## config.mk

```make
export PLATFORM = sky130hd
export DESIGN_NAME = ltb_front
export DESIGN_NICKNAME = d
export VERILOG_FILES = /design/src/hdl/ltb_pkg.sv /design/src/hdl/ltb_front.sv
export SDC_FILE = /design/constraint.sdc
export NUM_CORES = 1
export LEC_CHECK = 0
export BUFFER_PORTS_ARGS = -buffer_cell sky130_fd_sc_hd__buf_2
export CAP_MARGIN = 25
export CORE_ASPECT_RATIO = 1.1
export CORE_MARGIN = 8
export CORE_UTILIZATION = 33
export DETAILED_ROUTE_END_ITERATION = 12
export PLACE_DENSITY = 0.9
export SYNTH_ARGS = -nofsm -noshare
export SYNTH_HDL_FRONTEND = slang
export SYNTH_SLANG_ARGS = --single-unit
```

## constraint.sdc

```tcl
create_clock -name vclk -period 2.65
set_input_delay 0.265 -clock vclk [all_inputs]
set_output_delay 0.265 -clock vclk [all_outputs]
set_load 0.02 [all_outputs]
```

## src/hdl/ltb_pkg.sv

```systemverilog
// ----------------------------------------------------------------------------
// ltb_pkg
// Shared types and constants of the tensor-product Lagrange basis evaluator.
// ----------------------------------------------------------------------------
package ltb_pkg;

  // fixed-point word, signed Q8.24
  typedef logic signed [31:0] q_t;

  localparam q_t Q_ONE  = 32'sh0100_0000;
  localparam q_t Q_HALF = 32'sh0080_0000;
  localparam q_t Q_MAX  = 32'sh7FFF_FFFF;
  localparam q_t Q_MIN  = 32'sh8000_0000;

  // support point registers
  localparam int unsigned NUM_SP = 5;
  localparam int unsigned SPW    = 3;
  typedef q_t [NUM_SP-1:0] sp_array_t;

  // configuration register indexes
  localparam int unsigned CFG_IDX_W = 3;
  localparam logic [CFG_IDX_W-1:0] REG_POINT_COUNT = 3'd0;
  localparam logic [CFG_IDX_W-1:0] REG_SP_FIRST    = 3'd1;
  localparam logic [CFG_IDX_W-1:0] REG_SP_LAST     = 3'd5;

  // input item
  typedef struct packed {
    q_t         coord_x;
    q_t         coord_y;
    q_t         coord_z;
    logic [2:0] subcell;
  } item_t;

  // mapped point passed from front to back
  typedef struct packed {
    q_t x;
    q_t y;
    q_t z;
  } point_t;

  // result item
  typedef struct packed {
    logic [6:0] basis_index;
    q_t         basis_value;
    q_t         grad_x;
    q_t         grad_y;
    q_t         grad_z;
    logic       degenerate;
    logic       final_item;
  } result_t;

endpackage

```

## src/hdl/ltb_front.sv

```systemverilog
// ----------------------------------------------------------------------------
// ltb_front
// Accepts points, drops meaningless subcells and applies the subcell remap.
// ----------------------------------------------------------------------------
module ltb_front #(
  parameter int unsigned DIM = 2
) (
  input  logic            start_i,
  input  logic            full_i,
  input  ltb_pkg::item_t  item_i,
  output logic            push_o,
  output ltb_pkg::point_t pt_o
);

  logic sub_ok;
  logic hi_x;
  logic hi_y;

  // subcell classification
  always_comb begin
    sub_ok = (item_i.subcell == 3'd0);
    if (DIM == 1) sub_ok = sub_ok || (item_i.subcell <= 3'd2);
    if (DIM == 2) sub_ok = sub_ok || (item_i.subcell <= 3'd4);
    hi_x = (DIM == 1) ? (item_i.subcell == 3'd2)
                      : ((item_i.subcell == 3'd2) || (item_i.subcell == 3'd4));
    hi_y = (item_i.subcell >= 3'd3);
  end

  assign push_o = start_i && !full_i && sub_ok;

  // coordinate remap to half cells
  always_comb begin
    pt_o.x = item_i.coord_x;
    pt_o.y = item_i.coord_y;
    pt_o.z = item_i.coord_z;
    if (item_i.subcell != 3'd0) begin
      pt_o.x = (item_i.coord_x >>> 1) + (hi_x ? ltb_pkg::Q_HALF : 32'sd0);
      if (DIM >= 2) begin
        pt_o.y = (item_i.coord_y >>> 1) + (hi_y ? ltb_pkg::Q_HALF : 32'sd0);
      end
    end
  end

endmodule

```

==> impl_results.md <==
- Initial antenna violation count: 0
- Global Route met3 Usage: 5.033%
- Sum of negative setup slack: 0 ps
- Comb pwr share: 100.0%
- Overall power: 0.3806 mW
- Most frequent cells in the layout: nand2_1 (163), buf_2 (134), nand3_1 (7)
- Final hold vios: 0
- # DRC: 0
- Switching pwr: 0.2398 mW
- GPL Wtd Cong: 0.7419
- Slowest stage delay, CP: 320 ps
- Hold-fix buffers, CTS: 0
- Reg power frac: 0%
- Via count: 1919
- Post_cts resized: 0
- Vias per inst: 4.727
- Crit-path cells: buf_2 > a21o_1 > ha_1 > ha_1 > nand3_1 > or2_2 > a31oi_1 > buf_2
- Crit. End Element: output pin
- Sw Share: 63.01%
- Mean post-synth cell area: 4.990 µm²
- Final Cell Area: 1764 µm²
- Gr ovfl total: 0
- Slew @ Worst Pin: 466.1 ps
- Fin worst setup slack: 601.6 ps
- Pwr Density: 215.7 nW/µm²
- CP max FO: 6
- Max VDD drop: 0.1135 mV
- IO Count: 198
- Die Y: 81.89 µm
- Initial core utilization: 33.62%
- Int Power: 0.1408 mW
- Die X-Extent: 75.90 µm
- Yosys synthesis warning count: 0
- Distinct cells, synth: 32
- Kind of critical path: input port to output pin
- Clk network pwr share: 0%
- Final HPWL DP: 4274 µm
- Initial DRC count: 45
- Max-slew violations: 0
- RSZ-0062 raised after global routing: false
- Routed wire length: 5035 µm
- Largest net degree at the start of global routing: 34
- GR peak layer: met2
- Syn_nets: 366
- Buffers on Ports: 134
- Data required, critical path: 2380 ps
- WL/cell: 12.40 µm
- Buffer and inverter count on the worst path: 2
- Nets: 461
- Met2 Use GR: 27.34%
- Sequential area share after synthesis: 0%
- GRT Overall Usage: 14.04%
- Layout cells sized above 1: 41.24%
- Min Tclk post-route: 2048 ps
- GR Util met1: 13.92%
- Antenna diodes: 0
- Drt pass-1 iters: 4
- CP top delay family: simple AND/OR/NAND/NOR gates
- Cell Area, Synth: 1302 µm²
- Area Overhead vs Synth: 35.45%
- Seq Cell Count: 0
- Final setup fails: 0
- CLK BUF: 0
- Final worst-path cycle share: 77.30%
- Place WS: 590.4 ps
- Die ar.: 6215 µm²
- Top post-synthesis cells by area: nand2_1 (47%), buf_4 (18%), ha_1 (3.8%), buf_2 (2.7%), nand3_1 (2.7%)
- CP max stage cell: or2_2
- FMAX: 0.4882 GHz
- Post-synth top area share: 46.97%
- Sequential Area: 0 µm²
- Area leader, netlist: nand2_1
- Hold Crit Class: input port to output pin
- Post-route ant nets: 0
- Post-CTS setup buffers: 0
- Crit path launch type: input port
- Leading cell type in the layout, fill and taps excluded: nand2_1
- Max cap viols: 0
- First-pass GRT wire length: 7776 µm
- Post-Syn Instances: 261
- Row cnt: 24
- Slew HR: 68.66%
- Pleak: 1.139 nW
- Core Area: 3874 µm²
- CP arrival: 1780 ps
- Vias in the first global route: 1829
- Status: finished clean
- Post-DP Area: 1764 µm²
==> cell usage after synthesis (all sizes together) (2+ instances only) <==
library cell    n
ha              4
nor3            3
nand2         163
xnor2           3
o21ai           3
o211ai          3
nor4            2
clkbuf          5
or2             3
buf            40
a21oi           6
mux2i           2
a211oi          2
nor2            3
nand4           2
nand3           7
==> cells by family (layout without fill, tap and decap cells) <==
group,after synthesis,after routing,synth area share [%]
compound gates,20,20,11.14
mux,2,2,1.537
xor+xnor,3,3,2.018
buf+inv,45,138,23.44
simple gates,187,187,58.02
fa+ha+maj,4,4,3.843
==> power by group through the flow <==
stage	logic [mW]	registers, mW	clock network (mW)
6_report	0.381	0	0
5_1_grt	0.420	0	0
4_1_cts	0.386	0	0
3_5_place_dp	0.385	0	0
3_3_place_gp	0.380	0	0
2_1_floorplan	0.289	0	0
==> final timing paths <==
path,cells after the start,slack [ps],end,from
max,8,600,pt_o[61],item_i[1]
min,0,530,pt_o[0],item_i[3]
==> per-stage QoR <==
step                      hold WS, ps  util (%)  cells
final                           530.0     45.54    406
after global routing            530.0     45.54    406
after CTS                       530.1     45.54    406
after global placement          530.1     45.54    406
after detailed placement        530.1     45.54    406
after floorplan                 642.6         -    261
==> layer usage <==
layer  wire [µm]  part of all wire [%]  vias to the layer above
met4          78                   1.5                        0
met1        1946                    39                      827
met3         490                   9.7                       14
met2        2519                    50                       89
li1            -                     -                      989
met5           0                     0                        -
==> cell type report <==
type                       count  area, µm²
tap                           52      65.06
multi-input combinational    216      998.5
timing repair buffer         138      700.7
fill                         412       2110
(Power assumes the default switching activity.)
