`src/hdl/ltb_pkg.sv`:
```
// ----------------------------------------------------------------------------
// ltb_pkg
// Shared types and constants of the tensor-product Lagrange basis evaluator.
// ----------------------------------------------------------------------------
package ltb_pkg;

  // fixed-point word, signed Q8.24
  typedef logic signed [31:0] q_t;

  localparam q_t Q_ONE  = 32'sh0100_0000;
  localparam q_t Q_HALF = 32'sh0080_0000;
  localparam q_t Q_MAX  = 32'sh7FFF_FFFF;
  localparam q_t Q_MIN  = 32'sh8000_0000;

  // support point registers
  localparam int unsigned NUM_SP = 5;
  localparam int unsigned SPW    = 3;
  typedef q_t [NUM_SP-1:0] sp_array_t;

  // configuration register indexes
  localparam int unsigned CFG_IDX_W = 3;
  localparam logic [CFG_IDX_W-1:0] REG_POINT_COUNT = 3'd0;
  localparam logic [CFG_IDX_W-1:0] REG_SP_FIRST    = 3'd1;
  localparam logic [CFG_IDX_W-1:0] REG_SP_LAST     = 3'd5;

  // input item
  typedef struct packed {
    q_t         coord_x;
    q_t         coord_y;
    q_t         coord_z;
    logic [2:0] subcell;
  } item_t;

  // mapped point passed from front to back
  typedef struct packed {
    q_t x;
    q_t y;
    q_t z;
  } point_t;

  // result item
  typedef struct packed {
    logic [6:0] basis_index;
    q_t         basis_value;
    q_t         grad_x;
    q_t         grad_y;
    q_t         grad_z;
    logic       degenerate;
    logic       final_item;
  } result_t;

endpackage

```
`src/hdl/ltb_queue.sv`:
```
// ----------------------------------------------------------------------------
// ltb_queue
// Two-entry point queue between front and back.
// ----------------------------------------------------------------------------
module ltb_queue (
  input  logic            clk_i,
  input  logic            rst_ni,
  input  logic            push_i,
  input  ltb_pkg::point_t data_i,
  input  logic            pop_i,
  output logic            full_o,
  output logic            valid_o,
  output ltb_pkg::point_t head_o
);

  ltb_pkg::point_t mem_q [2];
  logic            wr_q, wr_d;
  logic            rd_q, rd_d;
  logic [1:0]      cnt_q, cnt_d;

  assign full_o  = (cnt_q == 2'd2);
  assign valid_o = (cnt_q != 2'd0);
  assign head_o  = mem_q[rd_q];

  // pointers and fill count
  always_comb begin
    wr_d  = wr_q;
    rd_d  = rd_q;
    cnt_d = cnt_q;
    if (push_i) begin
      wr_d = ~wr_q;
    end
    if (pop_i) begin
      rd_d = ~rd_q;
    end
    if (push_i && !pop_i) cnt_d = cnt_q + 2'd1;
    if (!push_i && pop_i) cnt_d = cnt_q - 2'd1;
  end

  always_ff @(posedge clk_i or negedge rst_ni) begin
    if (!rst_ni) begin
      wr_q  <= 1'b0;
      rd_q  <= 1'b0;
      cnt_q <= 2'd0;
    end else begin
      wr_q  <= wr_d;
      rd_q  <= rd_d;
      cnt_q <= cnt_d;
    end
  end

  // entry storage
  always_ff @(posedge clk_i) begin
    if (push_i) begin
      mem_q[wr_q] <= data_i;
    end
  end

endmodule

```
`config.mk`:
```
export PLATFORM = sky130hd
export DESIGN_NAME = ltb_queue
export DESIGN_NICKNAME = d
export VERILOG_FILES = /design/src/hdl/ltb_pkg.sv /design/src/hdl/ltb_queue.sv
export SDC_FILE = /design/constraint.sdc
export NUM_CORES = 1
export LEC_CHECK = 0
export ABC_CLOCK_PERIOD_IN_PS = 15200
export BUFFER_PORTS_ARGS = -buffer_cell sky130_fd_sc_hd__buf_2
export CAP_MARGIN = 25
export CORE_ASPECT_RATIO = 0.6
export CORE_MARGIN = 2
export CORE_UTILIZATION = 56
export CTS_CLUSTER_SIZE = 25
export DETAILED_ROUTE_END_ITERATION = 6
export GPL_ROUTABILITY_DRIVEN = 0
export MAX_ROUTING_LAYER = met4
export PLACE_DENSITY = 0.86
export SYNTH_ARGS = -nofsm -noshare
export SYNTH_HDL_FRONTEND = slang
export SYNTH_SLANG_ARGS = --single-unit
```
`constraint.sdc`:
```
create_clock -name clk_i -period 15.2 [get_ports clk_i]
set_input_delay 0.76 -clock clk_i [delete_from_list [all_inputs] [get_ports clk_i]]
set_output_delay 0.76 -clock clk_i [all_outputs]
set_load 0.005 [all_outputs]
```
==> summary.txt, run 1 <==
Max Fanout on Critical Path: 51
Input/output buffers: 197
Hpwl dp: 8609 um
YS warnings: 0
CP required: 14.44 ns
Synth top area cells: edfxtp_1 (80%), mux2_2 (10%), mux2_4 (6.2%)
Highest-delay cell along the critical path: dfrtp_4
Number of synthesized flops with an enable pin: 192
RSZ-0062 raised after global routing: no
Core area: 0.01273 mm2
First-pass GRT wire length: 19210 um
Post-synth top area share: 79.72%
Post-Place Worst Slack: 12.25 ns
DR vias: 3630
Slew @ Worst Pin: 0.7699 ns
Tcrit/Tclk final: 22.15%
Worst-case vdd ir drop: 0.1038 mV
Die area: 0.01387 mm2
Critical Path Source Type: register
Seq cells post-synth: 196
DRC viols: 0
Fraction of registers with async set/reset: 2.041%
Setup TNS: 0 ns
Total Wirelength: 12990 um
Post-CTS Setup Bufs: 0
Setup-failing EPs final: 0
Worst-path clk slew: 0.07 ns
Mapped cell area: 0.007232 mm2
Num CTS Buffers: 17
Resized cells post-CTS: 0
Row count: 32
Filler cells: 799
Worst setup margin: 11.83 ns
CTS root buf: clkbuf_16
Fmax achieved: 0.2970 GHz
Syn Inst Count: 315
Post-synth top cells: edfxtp_1 (192), mux2_2 (66), mux2_4 (30), buf_2 (6), buf_6 (5)
Syn_nets: 416
ANT nets after route: 0
Total GRT Usage: 19.48%
Critical path's top delay family: flip-flops
Leading area contributor after synthesis: edfxtp_1
Share of layout cells above drive strength 1: 61.45%
Clk Latency, worst-skew pair: 0.42 ns
Total Power: 1.610 mW
Routed vias/inst: 5.127
Starting Density: 56.80%
Vias in the first global route: 3790
Yosys cell types: 14
Fin util: 70.41%
Area growth from synthesis to layout: 23.96%
Final hold vios: 0
CTS hold repair buffers: 0
Crit-path cells: buf_4, mux2_2, buf_2
Sequential share of the synthesized area: 81.11%
Pin count of the biggest net entering global routing: 52
P per Cell Area: 179.6 mW/mm2
Clock Skew: 0.008694 ns
Htree depth: 4
Final nets: 625
CP endpoint kind: output pin
Syn Area/Cell: 22.96 um2
Leakage: 3.470 nW
Hold Crit Class: input port to asynchronous set/reset pin
Max cap viols: 0
Max transition margin: 48.67%
Most frequent cell after synthesis: edfxtp_1
Clk buf depth: 2
Initial antenna violation count: 1
Grt total ovfl: 0
Top_reg_cell synth: edfxtp_1
Period minus WS final: 3.367 ns
Crit-path max cell delay: 0.86 ns
Drt pass-1 iters: 4
CTS sink cnt: 196
Setup CP Type: register to output pin
Dpl cell area: 0.008388 mm2
Vert. Die Dim: 92.03 um
Reg-to-reg slack, setup: 13.05 ns
Die X-Extent: 150.7 um
Fin. max-slew vios: 0
TritonCTS clock tree: yes
Iteration-0 DRC Markers: 173
Post-Layout Inst Area: 0.008965 mm2
Crit path DAT: 2.61 ns
Io pins: 198
Avg WL per Cell: 18.34 um
Outcome: completed
Crit path buf inv count: 2
[where the power goes]
| group | total (mW) | internal (mW) | switching, mW | leakage, nW |
|---|---|---|---|---|
| combinational | 0.412 | 0.226 | 0.185 | 1.34 |
| sequential | 0.771 | 0.718 | 0.0533 | 1.85 |
| clock | 0.427 | 0.231 | 0.196 | 0.278 |
[through the flow]
stage,hold slack (ns),std cells
after detailed placement,0.4794,675
after global placement,0.4682,675
after global routing,0.1156,708
final,0.1345,708
after CTS,0.1184,707
after floorplan,0.4474,315
[logic make-up (layout without fill, tap and decap cells)]
kind of cell	after synthesis	in the layout	synth area share (%)
muxes	96	96	16.51
other	0	1	0
DFF	196	196	81.11
adders and majority gates	1	1	0.1730
and+or+nand+nor	5	5	0.3635
xor gates and xnor gates	5	5	0.6056
buffers and inverters	12	234	1.246
[cell type report]
cell class	count	area, um2	area share (%)
timing repair buffer	201	1016	11.33
tap	170	212.7	2.373
multi-input combinational	107	1286	14.35
inverter	1	3.754	0.04187
clock inverter	15	148.9	1.661
sequential	196	5869	65.47
antenna	1	2.502	0.02791
clock buffer	17	425.4	4.745
[sequential cells by signal, indices dropped and copies added (netlist names)]
name	count
mem_q	192
cnt_q	2
rd_q	1
wr_q	1
[worst register-to-register path, stage by stage, from the launching register on]
cell	delay, ns
dfrtp_1	0.43
and2_4	0.60
buf_4	0.71
[metal layers]
metal	vias up	wire, um	track usage, %
li1	1671	-	-
met1	1796	5676	24.84
met2	149	6200	30.38
met3	14	970	6.070
met4	0	142	6.231
met5	-	0	-
[cell usage in the layout, fill, tap and decap left out]
cell type   netlist  final
ha_1              1      1
buf_2             6    197
xnor2_1           2      2
clkinvlp_4        0      1
and2_4            0      1
clkinv_4          0      3
xor2_1            3      3
nor2_4            0      1
dfrtp_1           4      3
edfxtp_1        192    192
clkbuf_16         0     17
nor2_1            2      1
inv_1             1      1
dfrtp_4           0      1
inv_8             0      2
inv_6             0      4
clkinv_8          0      1
mux2_4           30     30
diode_2           0      1
bufinv_16         0      1
clkinv_1          0      3
nor2b_1           1      1
buf_4             0      4
or2_2             1      1
mux2_2           66     66
[worst paths after layout]
| path | start | end | depth (start not counted) |
|---|---|---|---|
| setup reg to reg | wr_q | mem_q[1][29] | 2 |
| hold / removal | rst_ni | cnt_q[1] | 1 |
| setup / recovery | rd_q | head_o[29] | 3 |
| min in group clk_i | cnt_q[1] | cnt_q[1] | 1 |
| max in group asynchronous | rst_ni | rd_q | 1 |
| hold reg to reg | cnt_q[1] | cnt_q[1] | 1 |
Power figures use the tool's default switching activity.
==> run 2, diff against run 1 <==
ABC_CLOCK_PERIOD_IN_PS = 2750   (was 15200)
CORE_UTILIZATION = 47   (was 56)
PLACE_DENSITY = 0.77   (was 0.86)
clock period = 2.75 ns   (was 15.2 ns; I/O delays follow)
==> run 2 against run 1 <==
Sequential power grew to 5.3 times the previous value. Hold slack worse by 0.047 ns. Die area is 18% higher. Sequential share of layout area is 6.8 points lower. Setup slack worse by 11 ns. Combinational power grew to 6.4 times the previous value. Power grew to 5.6 times the previous value. First-iteration DRC count is 5.2% higher. Final cell count is 19% higher. Count of clock-buffer cells in the layout is 1 higher. Largest power group unchanged.
==> summary.txt, run 2 (synthesized netlist as in run 1, its figures left out) <==
Top reg by flops: mem_q
Clk Latency, worst-skew pair: 0.41 ns
Met2 routed WL: 7187 um
Fmax achieved: 0.4830 GHz
Biggest regs: mem_q: 192 flops, cnt_q: 2 flops
Critical Path Source Type: register
Clock Skew: 0.008178 ns
First-pass GRT wire length: 21420 um
Slew @ Worst Pin: 0.7016 ns
Final hold vios: 0
Total Power: 9.016 mW
CTS root buf: clkbuf_16
Num CTS Buffers: 17
P per Cell Area: 901.2 mW/mm2
Vias in the first global route: 4223
Max cap viols: 0
Share of layout cells above drive strength 1: 52.28%
Met3 wire len: 977 um
Routed met1 length: 6190 um
DRC viols: 0
Initial antenna violation count: 0
Htree depth: 4
Commonest non-fill, non-tap cell in the layout: buf_2
Largest register FFs: 192
Worst-path clk slew: 0.07 ns
Fin. max-slew vios: 0
Pin count of the biggest net entering global routing: 54
Top Layer Used: met4
Die area: 0.01643 mm2
Leakage: 3.887 nW
Drt pass-1 iters: 5
Crit path DAT: 1.93 ns
RSZ-0062 raised after global routing: no
Input/output buffers: 197
Resized cells post-CTS: 0
Outcome: completed
Io pins: 198
Clk buf depth: 2
Dpl cell area: 0.008469 mm2
Routed vias/inst: 4.780
Vert. Die Dim: 100.1 um
Final Non-Filler Cells: 840
Final nets: 726
Setup TNS: 0 ns
CP required: 2.61 ns
Worst-case vdd ir drop: 0.6470 mV
Hold Crit Class: input port to asynchronous set/reset pin
Max Fanout on Critical Path: 45
Most frequent cells in the layout: buf_2 (197), edfxtp_1 (192), dlygate4sd3_1 (99), mux2_2 (66), mux2_4 (30)
Post-Layout Inst Area: 0.01000 mm2
Tcrit/Tclk final: 75.29%
Post-CTS Setup Bufs: 0
Grt total ovfl: 0
Total Wirelength: 14500 um
Filler cells: 1019
CP endpoint kind: output pin
Total GRT Usage: 18.05%
Core area: 0.01520 mm2
Iteration-0 DRC Markers: 182
Area growth from synthesis to layout: 38.34%
Die X-Extent: 164.1 um
Avg WL per Cell: 17.26 um
TritonCTS clock tree: yes
Max transition margin: 53.23%
ANT nets after route: 0
CTS sink cnt: 196
Ant. Diodes: 0
DP Cell Count: 710
Row count: 35
Hpwl dp: 8741 um
Setup-failing EPs final: 0
Starting Density: 47.59%
DR vias: 4015
Period minus WS final: 2.070 ns
Setup CP Type: register to output pin
## run 2: through the flow
| stage | hold slack, ns | util [%] | worst slack (ns) |
|---|---|---|---|
| global placement | -0.05195 | 55.73 | 1.121 |
| finish | 0.08711 | 65.84 | 0.6796 |
| CTS | 0.06394 | 65.84 | 0.6683 |
| floorplan | -0.1581 | - | 0.4814 |
| detailed placement | -0.04826 | 55.73 | 1.081 |
| global route | 0.06228 | 65.84 | 0.5984 |
## run 2: final timing paths
path / from / slack, ns / endpoint / depth (start not counted)
hold reg to reg: cnt_q[1] / 0.55 / cnt_q[1] / 1
min in group clk_i: data_i[41] / 0.44 / mem_q[1][41] / 2
setup / recovery: rd_q / 0.68 / head_o[15] / 3
max in group asynchronous: rst_ni / 2.52 / rd_q / 2
setup reg to reg: wr_q / 1.11 / mem_q[1][83] / 2
hold / removal: rst_ni / 0.09 / cnt_q[1] / 2
## run 2: report_power, final
part	switching (mW)	internal [mW]	leakage (nW)
Sequential	0.156	3.97	1.85
Combinational	1.24	1.38	1.78
Clock	1.08	1.19	0.264
Total	2.48	6.54	3.89
## run 2: what timing repair did
action	in CTS	in global routing
hold buffers	99	0
endpoints found under the setup margin	0	0
endpoints found under the hold margin	198	0
## run 2: area by class of cell
| type | count | area, um2 | share of cell area (%) |
|---|---|---|---|
| Tap cell | 203 | 254.0 | 2.539 |
| Inverter | 1 | 3.754 | 0.03752 |
| Clock buffer | 18 | 429.2 | 4.290 |
| Multi-Input combinational cell | 107 | 1286 | 12.86 |
| Timing Repair Buffer | 302 | 2047 | 20.46 |
| Clock inverter | 13 | 115.1 | 1.151 |
| Sequential cell | 196 | 5869 | 58.67 |
## run 2: per-layer routing
metal  global-route usage [%]  up-vias
li1                         -     1864
met1                    21.30     1984
met2                    30.45      153
met3                    5.331       14
met4                    5.061        0
met5                        -        -
## run 2: worst max-delay path, cell delays in order, from the launching register on
cell     delay (ns)
dfrtp_4        0.43
buf_4          0.50
mux2_2         0.43
buf_2          0.13
