**config.mk**
```make
export PLATFORM = sky130hd
export DESIGN_NAME = ltb_back
export DESIGN_NICKNAME = d
export VERILOG_FILES = /design/src/hdl/ltb_pkg.sv /design/src/hdl/ltb_div.sv /design/src/hdl/ltb_back.sv
export SDC_FILE = /design/constraint.sdc
export NUM_CORES = 2
export LEC_CHECK = 0
export ABC_AREA = 1
export ABC_CLOCK_PERIOD_IN_PS = 10300
export CAP_MARGIN = 30
export CELL_PAD_IN_SITES_DETAIL_PLACEMENT = 1
export CELL_PAD_IN_SITES_GLOBAL_PLACEMENT = 1
export CORE_ASPECT_RATIO = 0.6
export CORE_MARGIN = 2
export CORE_UTILIZATION = 52
export CTS_CLUSTER_SIZE = 12
export DETAILED_ROUTE_END_ITERATION = 10
export DONT_BUFFER_PORTS = 1
export PLACE_DENSITY = 0.86
export SYNTH_ARGS = -nofsm -noshare
export SYNTH_HDL_FRONTEND = slang
export SYNTH_SLANG_ARGS = --single-unit
```
**constraint.sdc**
```tcl
create_clock -name clk_i -period 10.3 [get_ports clk_i]
set_clock_uncertainty 0.2 [all_clocks]
set_input_delay 1.545 -clock clk_i [delete_from_list [all_inputs] [get_ports clk_i]]
set_output_delay 1.545 -clock clk_i [all_outputs]
set_load 0.005 [all_outputs]
```
**src/hdl/ltb_pkg.sv**
```systemverilog
// ----------------------------------------------------------------------------
// ltb_pkg
// Shared types and constants of the tensor-product Lagrange basis evaluator.
// ----------------------------------------------------------------------------
package ltb_pkg;

  // fixed-point word, signed Q8.24
  typedef logic signed [31:0] q_t;

  localparam q_t Q_ONE  = 32'sh0100_0000;
  localparam q_t Q_HALF = 32'sh0080_0000;
  localparam q_t Q_MAX  = 32'sh7FFF_FFFF;
  localparam q_t Q_MIN  = 32'sh8000_0000;

  // support point registers
  localparam int unsigned NUM_SP = 5;
  localparam int unsigned SPW    = 3;
  typedef q_t [NUM_SP-1:0] sp_array_t;

  // configuration register indexes
  localparam int unsigned CFG_IDX_W = 3;
  localparam logic [CFG_IDX_W-1:0] REG_POINT_COUNT = 3'd0;
  localparam logic [CFG_IDX_W-1:0] REG_SP_FIRST    = 3'd1;
  localparam logic [CFG_IDX_W-1:0] REG_SP_LAST     = 3'd5;

  // input item
  typedef struct packed {
    q_t         coord_x;
    q_t         coord_y;
    q_t         coord_z;
    logic [2:0] subcell;
  } item_t;

  // mapped point passed from front to back
  typedef struct packed {
    q_t x;
    q_t y;
    q_t z;
  } point_t;

  // result item
  typedef struct packed {
    logic [6:0] basis_index;
    q_t         basis_value;
    q_t         grad_x;
    q_t         grad_y;
    q_t         grad_z;
    logic       degenerate;
    logic       final_item;
  } result_t;

endpackage

```
**src/hdl/ltb_div.sv**
```systemverilog
// ----------------------------------------------------------------------------
// ltb_div
// Radix-2 restoring divider: (num * 2^24) / den toward zero, saturated.
// ----------------------------------------------------------------------------
module ltb_div (
  input  logic          clk_i,
  input  logic          rst_ni,
  input  logic          start_i,
  input  ltb_pkg::q_t   num_i,
  input  ltb_pkg::q_t   den_i,
  output logic          done_o,
  output ltb_pkg::q_t   quot_o
);

  localparam int unsigned SHW = 56;

  logic             run_q;
  logic             done_q;
  logic [5:0]       cnt_q;
  logic [31:0]      rem_q;
  logic [31:0]      dvs_q;
  logic [SHW-1:0]   sh_q;
  logic             neg_q;
  ltb_pkg::q_t      quot_q;

  logic [31:0]      num_mag;
  logic [31:0]      den_mag;
  logic [32:0]      rs;
  logic             ge;
  logic [31:0]      rem_n;
  logic [SHW-1:0]   sh_n;
  ltb_pkg::q_t      quot_n;

  // operand magnitudes
  assign num_mag = num_i[31] ? (~num_i + 32'd1) : num_i;
  assign den_mag = den_i[31] ? (~den_i + 32'd1) : den_i;

  // one quotient bit per cycle
  always_comb begin
    rs    = {rem_q, sh_q[SHW-1]};
    ge    = (rs >= {1'b0, dvs_q});
    rem_n = ge ? 32'(rs - {1'b0, dvs_q}) : rs[31:0];
    sh_n  = {sh_q[SHW-2:0], ge};
    if (!neg_q) begin
      quot_n = (sh_n > SHW'(ltb_pkg::Q_MAX)) ? ltb_pkg::Q_MAX : 32'(sh_n);
    end else begin
      quot_n = (sh_n > SHW'(33'h0_8000_0000)) ? ltb_pkg::Q_MIN : 32'(~sh_n + SHW'(1));
    end
  end

  always_ff @(posedge clk_i or negedge rst_ni) begin
    if (!rst_ni) begin
      run_q  <= 1'b0;
      done_q <= 1'b0;
      cnt_q  <= 6'd0;
    end else begin
      done_q <= 1'b0;
      if (start_i) begin
        if (den_i == 32'sd0) begin
          done_q <= 1'b1;
        end else begin
          run_q <= 1'b1;
          cnt_q <= 6'd0;
        end
      end else if (run_q) begin
        cnt_q <= cnt_q + 6'd1;
        if (cnt_q == 6'(SHW - 1)) begin
          run_q  <= 1'b0;
          done_q <= 1'b1;
        end
      end
    end
  end

  // datapath
  always_ff @(posedge clk_i) begin
    if (start_i) begin
      rem_q  <= 32'd0;
      dvs_q  <= den_mag;
      sh_q   <= {num_mag, 24'd0};
      neg_q  <= num_i[31] ^ den_i[31];
      quot_q <= num_i[31] ? ltb_pkg::Q_MIN : ltb_pkg::Q_MAX;
    end else if (run_q) begin
      rem_q <= rem_n;
      sh_q  <= sh_n;
      if (cnt_q == 6'(SHW - 1)) begin
        quot_q <= quot_n;
      end
    end
  end

  assign done_o = done_q;
  assign quot_o = quot_q;

endmodule

```
**src/hdl/ltb_back.sv**
```systemverilog
// ----------------------------------------------------------------------------
// ltb_back
// Sequencer: builds the 1D factor tables with one shared multiplier and the
// divider, then forms and emits every tensor-product basis function.
// ----------------------------------------------------------------------------
module ltb_back #(
  parameter int unsigned DIM        = 2,
  parameter int unsigned MAX_POINTS = 5
) (
  input  logic                 clk_i,
  input  logic                 rst_ni,
  input  logic                 valid_i,
  input  ltb_pkg::point_t      head_i,
  input  logic [2:0]           point_count_i,
  input  ltb_pkg::sp_array_t   sp_i,
  output logic                 pop_o,
  output logic                 strobe_o,
  output ltb_pkg::result_t     result_o
);

  localparam int unsigned DW    = (DIM > 1) ? $clog2(DIM) : 1;
  localparam int unsigned EW    = $clog2(DIM + 1);
  localparam int unsigned PW    = $clog2(MAX_POINTS + 1);
  localparam int unsigned IW    = $clog2(MAX_POINTS);
  localparam int unsigned DEPTH = DIM * MAX_POINTS;
  localparam int unsigned AW    = $clog2(DEPTH);

  typedef enum logic [8:0] {
    ST_IDLE     = 9'b000000001,
    ST_PI       = 9'b000000010,
    ST_FETCH    = 9'b000000100,
    ST_MUL      = 9'b000001000,
    ST_DIV_GO   = 9'b000010000,
    ST_DIV_WAIT = 9'b000100000,
    ST_EFETCH   = 9'b001000000,
    ST_EMUL     = 9'b010000000,
    ST_OUT      = 9'b100000000
  } state_e;

  typedef enum logic [1:0] {
    PASS_NUM = 2'd0,
    PASS_DEN = 2'd1,
    PASS_DER = 2'd2
  } pass_e;

  function automatic ltb_pkg::q_t sat33(input logic signed [32:0] v);
    ltb_pkg::q_t r;
    if (v > 33'sh0_7FFF_FFFF) r = ltb_pkg::Q_MAX;
    else if (v < -33'sh0_8000_0000) r = ltb_pkg::Q_MIN;
    else r = v[31:0];
    return r;
  endfunction

  function automatic ltb_pkg::q_t qmul(input ltb_pkg::q_t a, input ltb_pkg::q_t b);
    logic signed [63:0] p;
    logic signed [39:0] s;
    ltb_pkg::q_t        r;
    p = a * b;
    s = p[63:24];
    if (s > 40'sh00_7FFF_FFFF) r = ltb_pkg::Q_MAX;
    else if (s < -40'sh00_8000_0000) r = ltb_pkg::Q_MIN;
    else r = s[31:0];
    return r;
  endfunction

  state_e            state_q, state_d;
  pass_e             pass_q, pass_d;
  logic [PW-1:0]     n_q, n_d;
  logic [DW-1:0]     d_q, d_d;
  logic [IW-1:0]     i_q, i_d;
  logic [PW-1:0]     j_q, j_d;
  logic [PW-1:0]     m_q, m_d;
  logic              zero_q, zero_d;
  logic              dsel_q, dsel_d;
  logic [6:0]        k_q, k_d;
  logic [IW-1:0]     idx_q [DIM];
  logic [IW-1:0]     idx_d [DIM];
  logic [EW-1:0]     c_q, c_d;
  logic [EW-1:0]     e_q, e_d;
  ltb_pkg::q_t       acc_q, acc_d;
  ltb_pkg::q_t       opnd_q, opnd_d;
  ltb_pkg::q_t       pi_q, pi_d;
  ltb_pkg::q_t       num_q, num_d;
  ltb_pkg::q_t       den_q, den_d;
  ltb_pkg::q_t       dsum_q, dsum_d;
  ltb_pkg::q_t       value_q, value_d;
  ltb_pkg::q_t       grad_q [DIM];
  ltb_pkg::q_t       grad_d [DIM];

  ltb_pkg::q_t       val_mem [DEPTH];
  ltb_pkg::q_t       der_mem [DEPTH];
  ltb_pkg::q_t       eop_q;

  logic [ltb_pkg::SPW-1:0] sp_addr;
  ltb_pkg::q_t       sp_rd;
  ltb_pkg::q_t       coord;
  ltb_pkg::q_t       diff_a;
  ltb_pkg::q_t       opnd_new;
  ltb_pkg::q_t       mul;
  logic              skip;
  logic [PW-1:0]     m_next;
  logic              last_idx;
  logic              carry;
  logic [AW-1:0]     wr_addr;
  logic [AW-1:0]     rd_addr;
  logic              use_der;
  logic              rd_en;
  logic              val_we;
  logic              der_we;
  logic              div_start;
  ltb_pkg::q_t       div_num;
  logic              div_done;
  ltb_pkg::q_t       div_quot;
  ltb_pkg::q_t       gpad [3];

  // shared divider
  ltb_div u_div (
    .clk_i   (clk_i),
    .rst_ni  (rst_ni),
    .start_i (div_start),
    .num_i   (div_num),
    .den_i   (den_q),
    .done_o  (div_done),
    .quot_o  (div_quot)
  );

  // operand selection and shared multiplier
  always_comb begin
    sp_addr  = (state_q == ST_PI) ? ltb_pkg::SPW'(i_q) : ltb_pkg::SPW'(j_q);
    sp_rd    = sp_i[sp_addr];
    coord    = (d_q == DW'(0)) ? head_i.x : ((d_q == DW'(1)) ? head_i.y : head_i.z);
    diff_a   = (pass_q == PASS_DEN) ? pi_q : coord;
    opnd_new = sat33({diff_a[31], diff_a} - {sp_rd[31], sp_rd});
    skip     = (j_q == PW'(i_q)) || ((pass_q == PASS_DER) && (j_q == m_q));
    mul      = qmul(acc_q, (state_q == ST_EMUL) ? eop_q : opnd_q);
    m_next   = m_q + PW'(1);
    if (m_next == PW'(i_q)) m_next = m_next + PW'(1);
    wr_addr  = AW'(d_q) * AW'(MAX_POINTS) + AW'(i_q);
    rd_addr  = AW'(e_q) * AW'(MAX_POINTS) + AW'(idx_q[e_q[DW-1:0]]);
    use_der  = (c_q != EW'(0)) && (e_q == c_q - EW'(1));
    last_idx = 1'b1;
    for (int unsigned g = 0; g < DIM; g++) begin
      if (PW'(idx_q[g]) != n_q - PW'(1)) last_idx = 1'b0;
    end
  end

  // sequencer
  always_comb begin
    state_d = state_q;
    pass_d  = pass_q;
    n_d     = n_q;
    d_d     = d_q;
    i_d     = i_q;
    j_d     = j_q;
    m_d     = m_q;
    zero_d  = zero_q;
    dsel_d  = dsel_q;
    k_d     = k_q;
    idx_d   = idx_q;
    c_d     = c_q;
    e_d     = e_q;
    acc_d   = acc_q;
    opnd_d  = opnd_q;
    pi_d    = pi_q;
    num_d   = num_q;
    den_d   = den_q;
    dsum_d  = dsum_q;
    value_d = value_q;
    grad_d  = grad_q;
    pop_o     = 1'b0;
    rd_en     = 1'b0;
    val_we    = 1'b0;
    der_we    = 1'b0;
    div_start = 1'b0;
    div_num   = dsel_q ? dsum_q : num_q;
    carry     = 1'b1;
    unique case (state_q)
      ST_IDLE: begin
        if (valid_i) begin
          if (point_count_i < 3'd2) n_d = PW'(2);
          else if (point_count_i > 3'(MAX_POINTS)) n_d = PW'(MAX_POINTS);
          else n_d = PW'(point_count_i);
          d_d     = '0;
          i_d     = '0;
          zero_d  = 1'b0;
          state_d = ST_PI;
        end
      end
      ST_PI: begin
        pi_d    = sp_rd;
        pass_d  = PASS_NUM;
        j_d     = '0;
        acc_d   = ltb_pkg::Q_ONE;
        state_d = ST_FETCH;
      end
      ST_FETCH: begin
        if (j_q == n_q) begin
          j_d   = '0;
          acc_d = ltb_pkg::Q_ONE;
          case (pass_q)
            PASS_NUM: begin
              num_d  = acc_q;
              pass_d = PASS_DEN;
            end
            PASS_DEN: begin
              den_d  = acc_q;
              if (acc_q == 32'sd0) zero_d = 1'b1;
              pass_d = PASS_DER;
              dsum_d = '0;
              m_d    = (i_q == IW'(0)) ? PW'(1) : PW'(0);
            end
            default: begin
              dsum_d = sat33({dsum_q[31], dsum_q} + {acc_q[31], acc_q});
              if (m_next >= n_q) begin
                dsel_d  = 1'b0;
                state_d = ST_DIV_GO;
              end else begin
                m_d = m_next;
              end
            end
          endcase
        end else if (skip) begin
          j_d = j_q + PW'(1);
        end else begin
          opnd_d  = opnd_new;
          state_d = ST_MUL;
        end
      end
      ST_MUL: begin
        acc_d   = mul;
        j_d     = j_q + PW'(1);
        state_d = ST_FETCH;
      end
      ST_DIV_GO: begin
        div_start = 1'b1;
        state_d   = ST_DIV_WAIT;
      end
      ST_DIV_WAIT: begin
        if (div_done) begin
          if (!dsel_q) begin
            val_we  = 1'b1;
            dsel_d  = 1'b1;
            state_d = ST_DIV_GO;
          end else begin
            der_we = 1'b1;
            dsel_d = 1'b0;
            if (PW'(i_q) == n_q - PW'(1)) begin
              i_d = '0;
              if (d_q == DW'(DIM - 1)) begin
                k_d = '0;
                for (int unsigned g = 0; g < DIM; g++) idx_d[g] = '0;
                c_d     = '0;
                e_d     = '0;
                acc_d   = ltb_pkg::Q_ONE;
                state_d = ST_EFETCH;
              end else begin
                d_d     = d_q + DW'(1);
                state_d = ST_PI;
              end
            end else begin
              i_d     = i_q + IW'(1);
              state_d = ST_PI;
            end
          end
        end
      end
      ST_EFETCH: begin
        if (e_q == EW'(DIM)) begin
          if (c_q == EW'(0)) value_d = acc_q;
          for (int unsigned g = 0; g < DIM; g++) begin
            if (c_q == EW'(g + 1)) grad_d[g] = acc_q;
          end
          if (c_q == EW'(DIM)) begin
            state_d = ST_OUT;
          end else begin
            c_d   = c_q + EW'(1);
            e_d   = '0;
            acc_d = ltb_pkg::Q_ONE;
          end
        end else begin
          rd_en   = 1'b1;
          state_d = ST_EMUL;
        end
      end
      ST_EMUL: begin
        acc_d   = mul;
        e_d     = e_q + EW'(1);
        state_d = ST_EFETCH;
      end
      ST_OUT: begin
        if (last_idx) begin
          pop_o   = 1'b1;
          state_d = ST_IDLE;
        end else begin
          k_d = k_q + 7'd1;
          for (int unsigned g = 0; g < DIM; g++) begin
            if (carry) begin
              if (PW'(idx_q[g]) == n_q - PW'(1)) begin
                idx_d[g] = '0;
              end else begin
                idx_d[g] = idx_q[g] + IW'(1);
                carry    = 1'b0;
              end
            end
          end
          c_d     = '0;
          e_d     = '0;
          acc_d   = ltb_pkg::Q_ONE;
          state_d = ST_EFETCH;
        end
      end
      default: state_d = ST_IDLE;
    endcase
  end

  // control registers
  always_ff @(posedge clk_i or negedge rst_ni) begin
    if (!rst_ni) begin
      state_q <= ST_IDLE;
      pass_q  <= PASS_NUM;
      n_q     <= PW'(2);
      d_q     <= '0;
      i_q     <= '0;
      j_q     <= '0;
      m_q     <= '0;
      zero_q  <= 1'b0;
      dsel_q  <= 1'b0;
      k_q     <= '0;
      c_q     <= '0;
      e_q     <= '0;
      for (int unsigned g = 0; g < DIM; g++) idx_q[g] <= '0;
    end else begin
      state_q <= state_d;
      pass_q  <= pass_d;
      n_q     <= n_d;
      d_q     <= d_d;
      i_q     <= i_d;
      j_q     <= j_d;
      m_q     <= m_d;
      zero_q  <= zero_d;
      dsel_q  <= dsel_d;
      k_q     <= k_d;
      c_q     <= c_d;
      e_q     <= e_d;
      idx_q   <= idx_d;
    end
  end

  // datapath registers
  always_ff @(posedge clk_i) begin
    acc_q   <= acc_d;
    opnd_q  <= opnd_d;
    pi_q    <= pi_d;
    num_q   <= num_d;
    den_q   <= den_d;
    dsum_q  <= dsum_d;
    value_q <= value_d;
    grad_q  <= grad_d;
  end

  // 1D factor tables, registered read
  always_ff @(posedge clk_i) begin
    if (val_we) val_mem[wr_addr] <= div_quot;
    if (der_we) der_mem[wr_addr] <= div_quot;
    if (rd_en) eop_q <= use_der ? der_mem[rd_addr] : val_mem[rd_addr];
  end

  // result assembly
  always_comb begin
    gpad[0] = '0;
    gpad[1] = '0;
    gpad[2] = '0;
    for (int unsigned g = 0; g < DIM; g++) gpad[g] = grad_q[g];
    result_o.basis_index = k_q;
    result_o.basis_value = value_q;
    result_o.grad_x      = gpad[0];
    result_o.grad_y      = gpad[1];
    result_o.grad_z      = gpad[2];
    result_o.degenerate  = zero_q;
    result_o.final_item  = last_idx;
  end

  assign strobe_o = (state_q == ST_OUT);

endmodule

```
==> flow_summary.json <==
{
  "grt_pass1_wl_um": 516000,
  "fmax_mhz": 98.9,
  "remaining_drc_errors": 0,
  "ys_ff_latch": 1164,
  "cp-startpoint": "state_q[0]$_DFFE_PN1P_",
  "met2_wirelength_um": 147000,
  "start_util_pct": 52.5,
  "ant_nets": 0,
  "synth-edff-count": 1057,
  "synthCells": 9431,
  "cts_tree": "yes",
  "fin_crit_sh_pct": 98.2,
  "end_kind": "flip-flop",
  "cp-start-kind": "flip-flop",
  "dr_total_vias": 74400,
  "critical_path_class": "reg2reg",
  "synthFlopType": "edfxtp_1",
  "port_buffers": 0,
  "clock-root-buffer": "clkbuf_16",
  "synth.avg_cell_area_um2": 9.65,
  "drt_first_pass_iters": 6,
  "routed_via_density": 6.27,
  "cp_max_fo": 18,
  "cp.depth": 44,
  "required_ns": 10.70,
  "cts_max_path_buffers": 3,
  "dp_hpwl_um": 258000,
  "coreArea_um2": 173000,
  "relSlewSlack_pct": 22.2,
  "drive_above_1_share_pct": 8.19,
  "clk-insertion-delay-late_ns": 0.81,
  "dieHeight_um": 328,
  "synthDistinctLibCells": 72,
  "clock-sinks": 1164,
  "clk_pin_slew_ns": 0.07,
  "cpPeakStageDelay_ns": 0.60,
  "grt_pass1_vias": 79100,
  "syn_to_final_growth_pct": 9.41,
  "wl_met3_um": 54200,
  "ctsHoldBuffers": 0,
  "cp_data_arrival_time_ns": 10.52,
  "cap_violations": 0,
  "gr-total-overflow": 0,
  "cts-htree-levels": 3,
  "rr_startpoint": "state_q[0]$_DFFE_PN1P_",
  "async_flop_share_pct": 4.38,
  "reg2reg_slack_ns": 0.19,
  "r2r_end": "acc_q[25]$_SDFFCE_PP0P_",
  "yosysSeqAreaShare_pct": 37.5,
  "top_layer": "met5",
  "yosys_warnings": 0,
  "cp_top_family": "adder cells",
  "rows": 118,
  "tightest_slew_ns": 1.16,
  "hold_violations": 0,
  "pin_count": 401,
  "setup_viol": 0,
  "outcome": "complete, no violations",
  "first_iter_violations": 10100,
  "cp_slowest_cell": "fa_1",
  "cts_inserted_buffers": 112,
  "antenna_found_initial": 23,
  "period_needed_ns": 10.11,
  "finalSetupTns_ns": 0,
  "gp_congestion": 1.03,
  "hp-class": "in2async",
  "wl_met1_um": 137000,
  "wire_per_inst_um": 29.8,
  "crit_end": "acc_q[25]$_SDFFCE_PP0P_",
  "grt_max_degree": 191,
  "syn-cell-area_um2": 91000,
  "report.final.slew_viol_count": 0,
  "r2r_cells": 44,
  "grt.total_usage_pct": 39.3,
  "wl_um": 354000,
  "path_buf_inv": 12,
  "fp.dieW_um": 544,
  "die-area_um2": 178000,
  "nets": 11100
}
## cell usage in the layout (no fill, tap or decap), types with 16 or more instances in the layout
cell type / synthesis / routed
o22ai_1: 46 / 46
buf_4: 34 / 236
ha_1: 301 / 277
or2_2: 93 / 93
nor2_1: 1432 / 1379
o32ai_1: 130 / 130
edfxtp_1: 1057 / 1057
o21a_1: 21 / 19
o21ai_2: 4 / 21
o221ai_1: 36 / 36
o21ai_0: 513 / 499
nor2_2: 8 / 33
a31oi_1: 51 / 49
nor4_1: 30 / 28
o21ai_1: 29 / 20
inv_1: 1648 / 1631
clkbuf_1: 376 / 50
nand4_1: 42 / 42
xor2_1: 101 / 101
fa_1: 1085 / 1060
a21oi_1: 352 / 344
nand2_2: 14 / 16
clkbuf_16: 0 / 118
o311ai_0: 32 / 32
o211ai_1: 80 / 80
nor3_1: 55 / 52
dfxtp_1: 56 / 56
mux2i_1: 38 / 38
dfrtp_1: 49 / 49
xnor2_1: 93 / 91
nand2_1: 1249 / 1245
nand3_1: 176 / 176
conb_1: 1 / 32
buf_12: 0 / 34
clkinv_1: 21 / 17
fa_2: 0 / 24
nor2_4: 7 / 35
## final cells by class
class | instances | area [um2]
inverters | 1680 | 6360
clock buffers | 171 | 3130
diodes | 6 | 15.0
fillers | 19000 | 73700
clock inverters | 18 | 297
well taps | 2340 | 2930
repair buffers | 306 | 3130
repair inverters | 1 | 7.51
multi-input cells | 6165 | 49500
flip-flops and latches | 1164 | 34100
## what timing repair did
action	4_1_cts	5_1_grt
pin swaps	0	20
gates resized for setup	16	142
buffers inserted	3	18
endpoints found under the setup margin	32	32
endpoints found under the hold margin	0	0
gates cloned	0	6
## synthesized netlist by cell type (22+ instances only)
library cell | n | area (um2)
buf_4 | 34 | 255
buf_1 | 22 | 82.6
o22ai_1 | 46 | 288
o32ai_1 | 130 | 1140
nand4_1 | 42 | 263
xnor2_1 | 93 | 815
mux2i_1 | 38 | 380
a21oi_1 | 352 | 1760
ha_1 | 301 | 3770
dfrtp_1 | 49 | 1230
nor4_1 | 30 | 188
nand2_1 | 1249 | 4690
dfxtp_1 | 56 | 1120
inv_1 | 1648 | 6190
xor2_1 | 101 | 885
nor2_1 | 1432 | 5380
nand3_1 | 176 | 881
o221ai_1 | 36 | 315
o21ai_0 | 513 | 2570
or2_2 | 93 | 582
o21ai_1 | 29 | 145
clkbuf_1 | 376 | 1410
nor3_1 | 55 | 275
a31oi_1 | 51 | 319
fa_1 | 1085 | 21700
o311ai_0 | 32 | 280
edfxtp_1 | 1057 | 31700
o211ai_1 | 80 | 601
## kinds of logic after synthesis
kind of cell | share of synthesized area, %
other cells | 0.00412
fa+ha+maj | 28.0
xor+xnor | 1.89
compound gates | 9.07
buf+inv | 9.01
flops | 37.5
mux | 0.431
simple gates | 14.1
## per-layer routing
metal  vias up  GRT usage, %
met4        29          13.6
met2      5167          55.6
met3      1032          15.9
met5         -          1.40
met1     38000          54.4
li1      30200             -
## worst min-delay path by stage
| stage | slack (ns) | cells past startpoint | to |
|---|---|---|---|
| 6_report | 0.26 | 0 | u_div.cnt_q[4]$_DFFE_PN0P_ |
| 5_1_grt | 0.23 | 0 | u_div.cnt_q[4]$_DFFE_PN0P_ |
| 4_1_cts | 0.22 | 0 | u_div.cnt_q[4]$_DFFE_PN0P_ |
| 3_5_place_dp | 0.26 | 0 | u_div.dvs_q[0]$_DFFE_PP_ |
| 3_3_place_gp | 0.24 | 0 | u_div.dvs_q[0]$_DFFE_PP_ |
| 2_1_floorplan | 0.23 | 0 | u_div.dvs_q[0]$_DFFE_PP_ |
## sequential cells by signal, indices dropped and copies added, names as in the netlist, 56 cells and up
signal	cells
val_mem	320
u_div.sh_q	56
result_o	64
der_mem	320
## through the flow
stage / hold WS [ns] / utilization, % / cells / cell area [um2] / setup WS [ns]
finish: 0.260 / 57.5 / 11900 / 99500 / 0.187
global route: 0.233 / 57.5 / 11800 / 99500 / -0.0803
CTS: 0.218 / 56.9 / 11800 / 98600 / 0.0755
detailed placement: 0.259 / 54.9 / 11600 / 95100 / -0.242
global placement: 0.243 / 54.6 / 11600 / 94600 / 0.0218
floorplan: 0.226 / - / 9462 / 91100 / 0.892
Power is left out: the tool's default activity adds up to more than one toggle a clock period on the data nets, which glitch-free logic cannot reach.
